$ cat config.mk
export PLATFORM = sky130hd
export DESIGN_NAME = telnet_option_refusal_filter
export DESIGN_NICKNAME = d
export VERILOG_FILES = /design/src/hw/rtl/tnof_pkg.sv /design/src/hw/rtl/tnof_parser.sv /design/src/hw/rtl/tnof_reply_queue.sv /design/src/hw/rtl/telnet_option_refusal_filter.sv
export VERILOG_INCLUDE_DIRS = /design/src /design/src/hw/rtl
export SDC_FILE = /design/constraint.sdc
export NUM_CORES = 1
export LEC_CHECK = 0
export ABC_AREA = 1
export CAP_MARGIN = 20
export CORE_MARGIN = 5
export CORE_UTILIZATION = 40
export CTS_CLUSTER_DIAMETER = 40
export DETAILED_ROUTE_END_ITERATION = 6
export DONT_BUFFER_PORTS = 1
export MAX_ROUTING_LAYER = met4
export PLACE_DENSITY = 0.54
export SYNTH_ARGS = -nofsm -noshare
export SYNTH_HDL_FRONTEND = slang
export SYNTH_HIERARCHICAL = 1
export SYNTH_SLANG_ARGS = --single-unit
$ cat constraint.sdc
create_clock -name clock -period 3.36 [get_ports clock]
set_input_delay 0.504 -clock clock [delete_from_list [all_inputs] [get_ports clock]]
set_output_delay 0.504 -clock clock [all_outputs]
set_load 0.005 [all_outputs]
$ cat src/hw/rtl/telnet_option_refusal_filter_assert.svh
// Assertion macros shared by the telnet option refusal filter modules.
`ifndef TELNET_OPTION_REFUSAL_FILTER_ASSERT_SVH
`define TELNET_OPTION_REFUSAL_FILTER_ASSERT_SVH

`ifndef ASSERT_OFF

`define TNOF_ASSERT(label, clk, rst, prop, msg) \
   label: assert property (@(posedge clk) disable iff (rst) (prop)) else $error(msg);

`define TNOF_ASSERT_NEXT(label, clk, rst, cond, prop, msg) \
   label: assert property (@(posedge clk) disable iff (rst) (cond) |=> (prop)) else $error(msg);

`else

`define TNOF_ASSERT(label, clk, rst, prop, msg)

`define TNOF_ASSERT_NEXT(label, clk, rst, cond, prop, msg)

`endif

`endif

$ cat src/hw/rtl/tnof_pkg.sv
// Shared constants, codes and types of the telnet option refusal filter.
package tnof_pkg;

   localparam int BUFFER_DEPTH = 4096;
   localparam int BYTE_WIDTH = 8;
   localparam int CAP_WIDTH = 13;
   localparam int INDEX_FIELD_WIDTH = 12;
   localparam int COUNT_WIDTH = $clog2(BUFFER_DEPTH + 1);
   localparam int WIDE_WIDTH = (CAP_WIDTH > COUNT_WIDTH) ? CAP_WIDTH : COUNT_WIDTH;

   localparam logic [CAP_WIDTH-1:0] CAP_RESET = CAP_WIDTH'(4096);

   localparam logic [BYTE_WIDTH-1:0] TN_IAC = 8'd255;
   localparam logic [BYTE_WIDTH-1:0] TN_WILL = 8'd251;
   localparam logic [BYTE_WIDTH-1:0] TN_WONT = 8'd252;
   localparam logic [BYTE_WIDTH-1:0] TN_DO = 8'd253;
   localparam logic [BYTE_WIDTH-1:0] TN_DONT = 8'd254;
   localparam logic [BYTE_WIDTH-1:0] TN_OPT_SGA = 8'd3;

   typedef enum logic [2:0] {
      PHASE_DATA = 3'b001,
      PHASE_CMD  = 3'b010,
      PHASE_VERB = 3'b100
   } phase_type;

   typedef enum logic [1:0] {
      VERB_WILL = 2'd0,
      VERB_WONT = 2'd1,
      VERB_DO   = 2'd2,
      VERB_DONT = 2'd3
   } verb_type;

   typedef struct packed {
      logic [BYTE_WIDTH-1:0]        out_byte;
      logic                         to_peer;
      logic [INDEX_FIELD_WIDTH-1:0] write_index;
      logic                         last_of_run;
   } result_type;

   typedef struct packed {
      logic [1:0]       count;
      result_type [2:0] entry;
   } run_type;

endpackage

$ cat src/hw/rtl/tnof_parser.sv
// Command parser, payload counter and capacity register of the filter.
`include "telnet_option_refusal_filter_assert.svh"

module tnof_parser (
   input  logic                                clock,
   input  logic                                reset,
   input  logic                                csr_write_enable,
   input  logic [tnof_pkg::CAP_WIDTH-1:0]      csr_write_data,
   input  logic                                accept,
   input  logic [tnof_pkg::BYTE_WIDTH-1:0]     rx_byte,
   input  logic                                restart,
   output tnof_pkg::run_type                   run
);
   import tnof_pkg::*;

   logic [CAP_WIDTH-1:0]   capacity_ff;
   phase_type              phase_ff, phase_in;
   verb_type               verb_ff, verb_in;
   logic [COUNT_WIDTH-1:0] stored_count_ff, stored_count_in;

   logic [COUNT_WIDTH-1:0] count_base;
   logic [WIDE_WIDTH-1:0]  count_wide;
   logic [WIDE_WIDTH-1:0]  cap_wide;
   logic [WIDE_WIDTH-1:0]  depth_wide;
   logic [WIDE_WIDTH-1:0]  limit;
   logic                   room;
   logic                   store;
   logic                   store_ok;
   logic [BYTE_WIDTH-1:0]  reply;

   function automatic logic [BYTE_WIDTH-1:0] reply_verb(verb_type verb,
                                                         logic [BYTE_WIDTH-1:0] opt);
      logic [BYTE_WIDTH-1:0] answer;
      case (verb)
         VERB_WONT: answer = TN_DONT;
         VERB_DONT: answer = TN_WONT;
         VERB_DO:   answer = (opt == TN_OPT_SGA) ? TN_WILL : TN_WONT;
         default:   answer = (opt == TN_OPT_SGA) ? TN_DO : TN_DONT;
      endcase
      return answer;
   endfunction

   always_comb begin
      count_base = restart ? '0 : stored_count_ff;
      count_wide = WIDE_WIDTH'(count_base);
      cap_wide = WIDE_WIDTH'(capacity_ff);
      depth_wide = WIDE_WIDTH'(BUFFER_DEPTH);
      limit = (cap_wide > depth_wide) ? depth_wide : cap_wide;
      room = count_wide < limit;
      reply = reply_verb(verb_ff, rx_byte);

      store = 1'b0;
      phase_in = PHASE_DATA;
      verb_in = verb_ff;
      run = '0;

      case (phase_ff)
         PHASE_CMD: begin
            if (rx_byte == TN_IAC) begin
               store = 1'b1;
            end else if (rx_byte >= TN_WILL && rx_byte <= TN_DONT) begin
               verb_in = verb_type'(rx_byte[1:0] + 2'd1);
               phase_in = PHASE_VERB;
            end
         end
         PHASE_VERB: begin
            run.count = 2'd3;
            run.entry[0] = '{out_byte: TN_IAC, to_peer: 1'b1, write_index: '0,
                             last_of_run: 1'b0};
            run.entry[1] = '{out_byte: reply, to_peer: 1'b1, write_index: '0,
                             last_of_run: 1'b0};
            run.entry[2] = '{out_byte: rx_byte, to_peer: 1'b1, write_index: '0,
                             last_of_run: 1'b1};
         end
         default: begin
            if (rx_byte == TN_IAC) begin
               phase_in = PHASE_CMD;
            end else begin
               store = 1'b1;
            end
         end
      endcase

      store_ok = store && room;
      if (store_ok) begin
         run.count = 2'd1;
         run.entry[0] = '{out_byte: rx_byte, to_peer: 1'b0,
                          write_index: count_wide[INDEX_FIELD_WIDTH-1:0],
                          last_of_run: 1'b1};
      end
      stored_count_in = store_ok ? count_base + COUNT_WIDTH'(1) : count_base;
   end

   always_ff @(posedge clock) begin
      if (reset) begin
         capacity_ff <= CAP_RESET;
         phase_ff <= PHASE_DATA;
         verb_ff <= VERB_WILL;
         stored_count_ff <= '0;
      end else begin
         if (csr_write_enable) begin
            capacity_ff <= csr_write_data;
         end
         if (accept) begin
            phase_ff <= phase_in;
            verb_ff <= verb_in;
            stored_count_ff <= stored_count_in;
         end
      end
   end

   `TNOF_ASSERT_NEXT(a_count_step, clock, reset, accept && !restart, stored_count_ff == $past(stored_count_ff) || stored_count_ff == $past(stored_count_ff) + COUNT_WIDTH'(1), "Stored count moved by more than one byte.")

endmodule

$ cat src/hw/rtl/tnof_reply_queue.sv
// Result register that holds one run of up to three results and drains it.
`include "telnet_option_refusal_filter_assert.svh"

module tnof_reply_queue (
   input  logic                                   clock,
   input  logic                                   reset,
   input  logic                                   accept,
   input  tnof_pkg::run_type                      run,
   output logic                                   ready,
   output logic                                   rsp_valid,
   input  logic                                   rsp_stall,
   output logic [tnof_pkg::BYTE_WIDTH-1:0]        rsp_out_byte,
   output logic                                   rsp_to_peer,
   output logic [tnof_pkg::INDEX_FIELD_WIDTH-1:0] rsp_write_index,
   output logic                                   rsp_last_of_run
);
   import tnof_pkg::*;

   result_type [2:0] entry_ff, entry_in;
   logic [1:0]       remaining_ff, remaining_in;

   result_type head;
   logic       take;
   logic       load;

   always_comb begin
      head = entry_ff[0];
      rsp_valid = remaining_ff != 2'd0;
      take = rsp_valid && !rsp_stall;
      ready = (remaining_ff == 2'd0) || (remaining_ff == 2'd1 && !rsp_stall);
      load = accept && run.count != 2'd0;

      entry_in = entry_ff;
      remaining_in = remaining_ff;
      if (load) begin
         entry_in = run.entry;
         remaining_in = run.count;
      end else if (take) begin
         entry_in[0] = entry_ff[1];
         entry_in[1] = entry_ff[2];
         remaining_in = remaining_ff - 2'd1;
      end

      rsp_out_byte = head.out_byte;
      rsp_to_peer = head.to_peer;
      rsp_write_index = head.write_index;
      rsp_last_of_run = head.last_of_run;
   end

   always_ff @(posedge clock) begin
      if (reset) begin
         remaining_ff <= 2'd0;
      end else begin
         remaining_ff <= remaining_in;
      end
   end

   always_ff @(posedge clock) begin
      entry_ff <= entry_in;
   end

   `TNOF_ASSERT(a_last_on_final, clock, reset, rsp_valid |-> (head.last_of_run == (remaining_ff == 2'd1)), "Last-of-run flag does not mark the final result.")
   `TNOF_ASSERT(a_load_when_free, clock, reset, load |-> (remaining_ff == 2'd0 || (remaining_ff == 2'd1 && take)), "A new run overwrote results still waiting.")
   `TNOF_ASSERT(a_reply_index_zero, clock, reset, (rsp_valid && head.to_peer) |-> (head.write_index == '0), "A reply result carries a nonzero write index.")

endmodule

$ cat src/hw/rtl/telnet_option_refusal_filter.sv
// Top level of the telnet option refusal filter.
// Each request is parsed in the cycle it is accepted; its results appear in the next cycle.
// A payload or command byte gives at most one result: plain data streams at one request a cycle
// while the output does not stall. A negotiation reply is a run of three results, drained from
// the result register one a cycle unless stalled, so the next request waits until two have left.
// Synchronous reset sets the capacity to 4096, clears the stored count and the parse phase.
module telnet_option_refusal_filter (
   input  logic                                   clock,
   input  logic                                   reset,
   input  logic                                   csr_write_enable,
   input  logic [tnof_pkg::CAP_WIDTH-1:0]         csr_write_data,
   input  logic                                   req_valid,
   output logic                                   req_stall,
   input  logic [tnof_pkg::BYTE_WIDTH-1:0]        req_rx_byte,
   input  logic                                   req_restart,
   output logic                                   rsp_valid,
   input  logic                                   rsp_stall,
   output logic [tnof_pkg::BYTE_WIDTH-1:0]        rsp_out_byte,
   output logic                                   rsp_to_peer,
   output logic [tnof_pkg::INDEX_FIELD_WIDTH-1:0] rsp_write_index,
   output logic                                   rsp_last_of_run
);
   import tnof_pkg::*;

   run_type run;
   logic    ready;
   logic    accept;

   assign req_stall = !ready;
   assign accept = req_valid && ready;

   tnof_parser u_parser (
      .clock            (clock),
      .reset            (reset),
      .csr_write_enable (csr_write_enable),
      .csr_write_data   (csr_write_data),
      .accept           (accept),
      .rx_byte          (req_rx_byte),
      .restart          (req_restart),
      .run              (run)
   );

   tnof_reply_queue u_reply_queue (
      .clock           (clock),
      .reset           (reset),
      .accept          (accept),
      .run             (run),
      .ready           (ready),
      .rsp_valid       (rsp_valid),
      .rsp_stall       (rsp_stall),
      .rsp_out_byte    (rsp_out_byte),
      .rsp_to_peer     (rsp_to_peer),
      .rsp_write_index (rsp_write_index),
      .rsp_last_of_run (rsp_last_of_run)
   );

endmodule
# ---- Yosys cells after proc, flatten, opt, wreduce, memory -nomap -nowiden
# Cells that the tools add are included.
# W data, S select, Z words.
dict set report totals {
  reg_bits 99
  out_inout_bits 24
  wordCells 67
}
dict set report op_classes {
  n_addsub 3
  n_lt_le_gt_ge 4
  n_eq_ne 8
  mux 20
  n_bitwise 1
  reduce_logical 14
}
# op count
set ops {}
lappend ops {{$mux W44} 2}
lappend ops {{$mux W68} 1}
lappend ops {{$mux W13} 3}
lappend ops {{$pmux W8 S3} 1}
lappend ops {{$mux W22} 1}
lappend ops {{$add A13 B1 Y13 const B} 1}
lappend ops {{$gt A13 B13 Y1 const B} 1}
lappend ops {{$lt A13 B13 Y1} 1}
lappend ops {{$mux W2} 5}
lappend ops {{$mux W3} 3}
lappend ops {{$eq A8 B2 Y1 const B} 1}
lappend ops {{$eq A8 B8 Y1 const B} 1}
lappend ops {{$ge A8 B8 Y1 const B} 1}
lappend ops {{$le A8 B8 Y1 const B} 1}
lappend ops {{$logic_and A1 B1 Y1} 6}
lappend ops {{$pmux W3 S2} 1}
lappend ops {{$reduce_bool A2 Y1} 3}
lappend ops {{$eq A2 B1 Y1 const B} 2}
lappend ops {{$eq A2 B2 Y1 const B} 2}
lappend ops {{$reduce_and A4 Y1} 1}
lappend ops {{$eq A3 B2 Y1 const B} 1}
lappend ops {{$eq A3 B3 Y1 const B} 1}
lappend ops {{$add A2 B1 Y2 const B} 1}
lappend ops {{$logic_not A1 Y1} 2}
lappend ops {{6 further kinds} 7}

# ---- Logic depth before layout (Yosys ltp)
dict set report logic_depth {
  ltp_word 8
  mapped_depth 21
  depth_no_buf 20
}

# ---- Modules after synthesis
# The synthesis kept the hierarchy.
# mod n_inst cells_per_inst area_per_inst_um2 seq_area_each_um2
set modules_own_cells {}
lappend modules_own_cells {tnof_reply_queue 1 260 2990.4 2021.9}
lappend modules_own_cells {tnof_parser 1 443 2840.2 620.6}
lappend modules_own_cells {telnet_option_refusal_filter 1 3 11.3 0.0}

# ---- Worst setup path before layout
# Ideal clock, no wire load.
dict set report synth_timing {
  kind {input port to flip-flop}
  start {input port req_restart}
  end {register u_reply_queue/entry_ff[22] (netlist bit) (enable)}
  setup_time_ns 0.398
  t_arrival_ns 3.221
  setup_slack_ns -0.259
  path_stages 19
  path_buffers 2
  path_cell_list {buf_6 inv_8 buf_12 nand2_1 inv_1 ha_1 nand2_1 inv_2 nand2_1 nand2_1 a21oi_4 nand2_4 nor2_8 nor2_2 inv_1 nand2_2 nand2_4 nor2_1 inv_1}
}
# item line
set synth_lines {}
lappend synth_lines {{start: declaration} telnet_option_refusal_filter.sv:15} ;# input logic req_restart,
lappend synth_lines {{end signal: assignment} tnof_reply_queue.sv:59} ;# entry_ff <= entry_in;
lappend synth_lines {{end: declaration} tnof_reply_queue.sv:19} ;# result_type [2:0] entry_ff, entry_in;

==> summary.md <==
| Metric | Value |
|---|---|
| Status | complete, no violations |
| Synth Area in Adders | 3.86% |
| Storage element area | 0.00264 mm2 |
| Total number of vias | roughly 4,200 |
| Port buffer count | 0 |
| Clock Latency Late Sink | about 0.35 ns |
| Worst-path maximum fanout | 44 |
| Simple-gate share of the synthesized area | just over 30% |
| Antenna cells | 0 |
| Crit Path Class | reg -> reg |
| Chip Height | roughly 130 um |
| First-pass GRT wire length | a little over 20,000 um |
| Worst R2R Path Depth | 20 |
| Largest net degree at the start of global routing | 67 |
| 1st-iter DRT viols | 271 |
| Starting Density | about 41% |
| Clk pwr share | 26.4% |
| Die W | 131 um |
| Internal | 0.00247 W |
| Total Power | 0.00361 W |
| Vias in the first global route | about 4,100 |
| Gr usage total | around 16% |
| Sw Ratio | between 30% and 40% |
| Hold depth | 1 |
| Drt via density | 4.93 |
| Worst min path class | in -> reg |
| Initial DRT Pass Iterations | 4 |
| Setup TNS | 0 ns |
| Cts repair resizes | 0 |
| Yosys reg bits | 99 |
| Power share of the combinational group | between 20 and 25% |
| Fill cells | approximately 1,500 |
| # rows | 44 |
| Placer Congestion | 0.903 |
| Sw Pwr | between 0.001 and 0.0015 W |
| Instance count on the critical path | 20 |
| CTS clk-pin slew, worst paths | 0.07 ns |
| CP cell instances | nor4_1 > and2_1 > nand3_1 > nand2_2 > nand2_1 > ha_1 > nand2_1 > inv_1 > a21oi_1 > nand2_1 > nand2_4 > nand2_4 > nor2_8 > nor2_4 > inv_2 > nand2_4 > nand2_4 > nor2_4 > clkinvlp_4 > buf_12 |
| CTS Hold Buffers Added | 0 |
| Commonest register cell after synthesis | edfxtp_1 |
| Final number of setup-violating endpoints | 0 |
| CP most frequent cell | nand2_4 |
| Clock Skew | ~0.0096 ns |
| Cells after Synth | roughly 700 |
| Area occupied by multi-input gates | 0.00247 mm2 |
| CTS H-tree lvls | 3 |
| Number of routed nets with antenna violations | 0 |
| Startpoint type of the worst setup path | flop |
| Core area | 0.0144 mm2 |
| Mux cell area share after synthesis | 0% |
| Compound-Gate Fraction of Synth Area | under 10% |
| PD cells | 605 mW/mm2 |
| Reported max-cap violation count | 0 |
| Final period util | about nine tenths |
| Critical Path Slowest Stage Cell | dfxtp_1 |
| Mapped Area | a little under 0.006 mm2 |
| Tightest Pin Transition | around 0.56 ns |
| Max frequency | about 0.33 GHz |
| Setup Fix Bufs, Post-CTS | 0 |
| Yosys cell types | 40 |
| CP Capture Type | flop |
| CTS tree | built |
| Die footprint | 0.0171 mm2 |
| CTS max path bufs | 2 |
| Slew Limit Fails | 0 |
| # IOs | approximately 50 |
| Root Driver | clkbuf_16 |
| Slew margin rel. | between 60% and 70% |
| Initial antenna violation count | 0 |
| Largest delay contributor family on the critical path | simple AND/OR/NAND/NOR gates |
| Synth warn | 6 |
| Synth Area in XOR/XNOR | less than 1% |
| Sink Count | just under 100 |
| Drt wl/cell | about 15 um |
| Crit path required time | ~3.4 ns |
| Fin worst setup slack | 0.304 ns |
| RSZ-0062 raised after global routing | no |
| Register area share after synthesis | a little under half |
| FFs w/ async S/R, synth | 0% |
| Sequential share of power | approximately 50% |
| WL final | roughly 13,000 um |
| CTS buffer count | 9 |
| Worst path bufs/invs | 4 |
| Critical path data arrival time | 3.08 ns |
| Post-synth EDFFs | 66 |
| Final core utilization | just over 40% |
| LEAKAGE | between 2 and 3 nW |
| Placement Setup Slack | just under 0.3 ns |
| Peak supply drop | 0.311 mV |
| Syn-to-layout area delta | 2.21% |
| GRT overflow | 0 |
| Syn_area_per_cell | 8.27 um2 |
| Tmin final | 3.06 ns |
| Largest family of logic cells by synthesized area | simple AND/OR/NAND/NOR gates |
| DP Wirelength | about 8900 um |
| Final Hold Viols | 0 |
| Worst path max stage delay | about 0.32 ns |
| WHS | about 0.22 ns |
| Layout net count | between 700 and 800 |
| DRC | 0 |
| Share of layout cells above drive strength 1 | a little under an eighth |
==> placed cells by master (no fill, tap or decap), drive strengths merged <==
cell type	instances
o21ai	21
nand3b	1
dfxtp	33
nor3	8
nor2	84
nor4	3
edfxtp	66
nand3	74
clkbuf	10
buf	8
a21oi	28
and2	1
nand4	12
nand2	209
a31oi	1
xor2	1
clkinvlp	1
clkinv	6
ha	18
conb	25
inv	64
==> metal layers <==
metal	vias to the layer above	GRT usage (%)	part of all wire, %
met3	21	3.41	4.6
met5	-	-	0
met2	83	23.7	46
met4	0	6.72	2.4
met1	1983	20.7	47
li1	2140	-	-
==> final cells by class <==
cell class	instances	area share, %
sequential	99	44.3
multi-input combinational	486	41.4
inverter	65	4.40
tap	184	3.86
clock buffer	10	3.83
timing repair buffer	8	1.63
clock inverter	6	0.629
==> synth_stat cells (3+ instances only) <==
library cell | n | area, um2
a21oi_1 | 26 | 130
buf_2 | 5 | 25.0
buf_4 | 58 | 435
buf_6 | 9 | 101
clkbuf_1 | 5 | 18.8
dfxtp_1 | 33 | 661
edfxtp_1 | 66 | 1980
ha_1 | 18 | 225
inv_1 | 58 | 218
inv_2 | 3 | 11.3
nand2_1 | 195 | 732
nand2_2 | 8 | 50.1
nand2_4 | 6 | 67.6
nand3_1 | 70 | 350
nand3_2 | 3 | 30.0
nand4_1 | 11 | 68.8
nor2_1 | 67 | 251
nor2_2 | 10 | 62.6
nor2_4 | 5 | 56.3
nor3_1 | 7 | 35.0
nor4_1 | 3 | 18.8
o21ai_0 | 19 | 95.1
==> flip-flops by register name, indices dropped and copies added (netlist names) <==
| name | cells |
|---|---|
| u_reply_queue/rsp_last_of_run | 1 |
| u_reply_queue/rsp_out_byte | 8 |
| u_parser/stored_count_ff | 13 |
| u_parser/phase_ff | 3 |
| u_reply_queue/rsp_write_index | 12 |
| u_parser/cap_wide | 13 |
| u_reply_queue/remaining_ff | 2 |
| u_reply_queue/rsp_to_peer | 1 |
| u_parser/verb_ff | 2 |
| u_reply_queue/entry_ff | 44 |
==> cell families after synthesis <==
kind of cell / Yosys count
and+or+nand+nor: 392
AOI/OAI and AO/OA: 50
adders and majority gates: 18
buffers and inverters: 145
DFF: 99
other: 1
xor gates and xnor gates: 1
==> worst reg2reg max path, cell delays in order, from the launching register on <==
cell        delay (ns)
dfxtp_1           0.32
nor4_1            0.25
and2_1            0.16
nand3_1           0.07
nand2_2           0.15
nand2_1           0.09
ha_1              0.30
nand2_1           0.10
inv_1             0.04
a21oi_1           0.13
nand2_1           0.10
nand2_4           0.16
nand2_4           0.10
nor2_8            0.10
nor2_4            0.05
inv_2             0.06
nand2_4           0.06
nand2_4           0.10
nor2_4            0.05
clkinvlp_4        0.08
buf_12            0.24
==> per-stage QoR <==
| stage | instance area (um2) | instances |
|---|---|---|
| 6_report | 5970 | 858 |
| 5_1_grt | 5970 | 858 |
| 4_1_cts | 5970 | 858 |
| 3_5_place_dp | 5700 | 842 |
| 3_3_place_gp | 5700 | 842 |
| 2_1_floorplan | 6000 | 730 |
==> final timing paths <==
kind | startpoint | endpoint | slack, ns
max reg2reg | u_parser/cap_wide[7]$_SDFFE_PP0P_ | u_reply_queue/rsp_write_index[6]$_DFFE_PP_ | 0.30
min | reset | u_reply_queue/remaining_ff[0]$_SDFFE_PP0P_ | 0.22
min reg2reg | u_parser/verb_ff[0]$_SDFFE_PP0P_ | u_parser/verb_ff[0]$_SDFFE_PP0P_ | 0.45
max | u_parser/cap_wide[7]$_SDFFE_PP0P_ | u_reply_queue/rsp_write_index[6]$_DFFE_PP_ | 0.30
==> power groups by stage <==
stage / Clock, W / Sequential, W / Combinational, W
6_report: 0.000955 / 0.00183 / 0.000827
3_5_place_dp: 0 / 0.00187 / 0.000832
4_1_cts: 0.000986 / 0.00184 / 0.000836
5_1_grt: 0.00103 / 0.00187 / 0.000936
2_1_floorplan: 0 / 0.00179 / 0.000832
3_3_place_gp: 0 / 0.00186 / 0.000813
No activity file was read; power rests on OpenSTA's default activity.
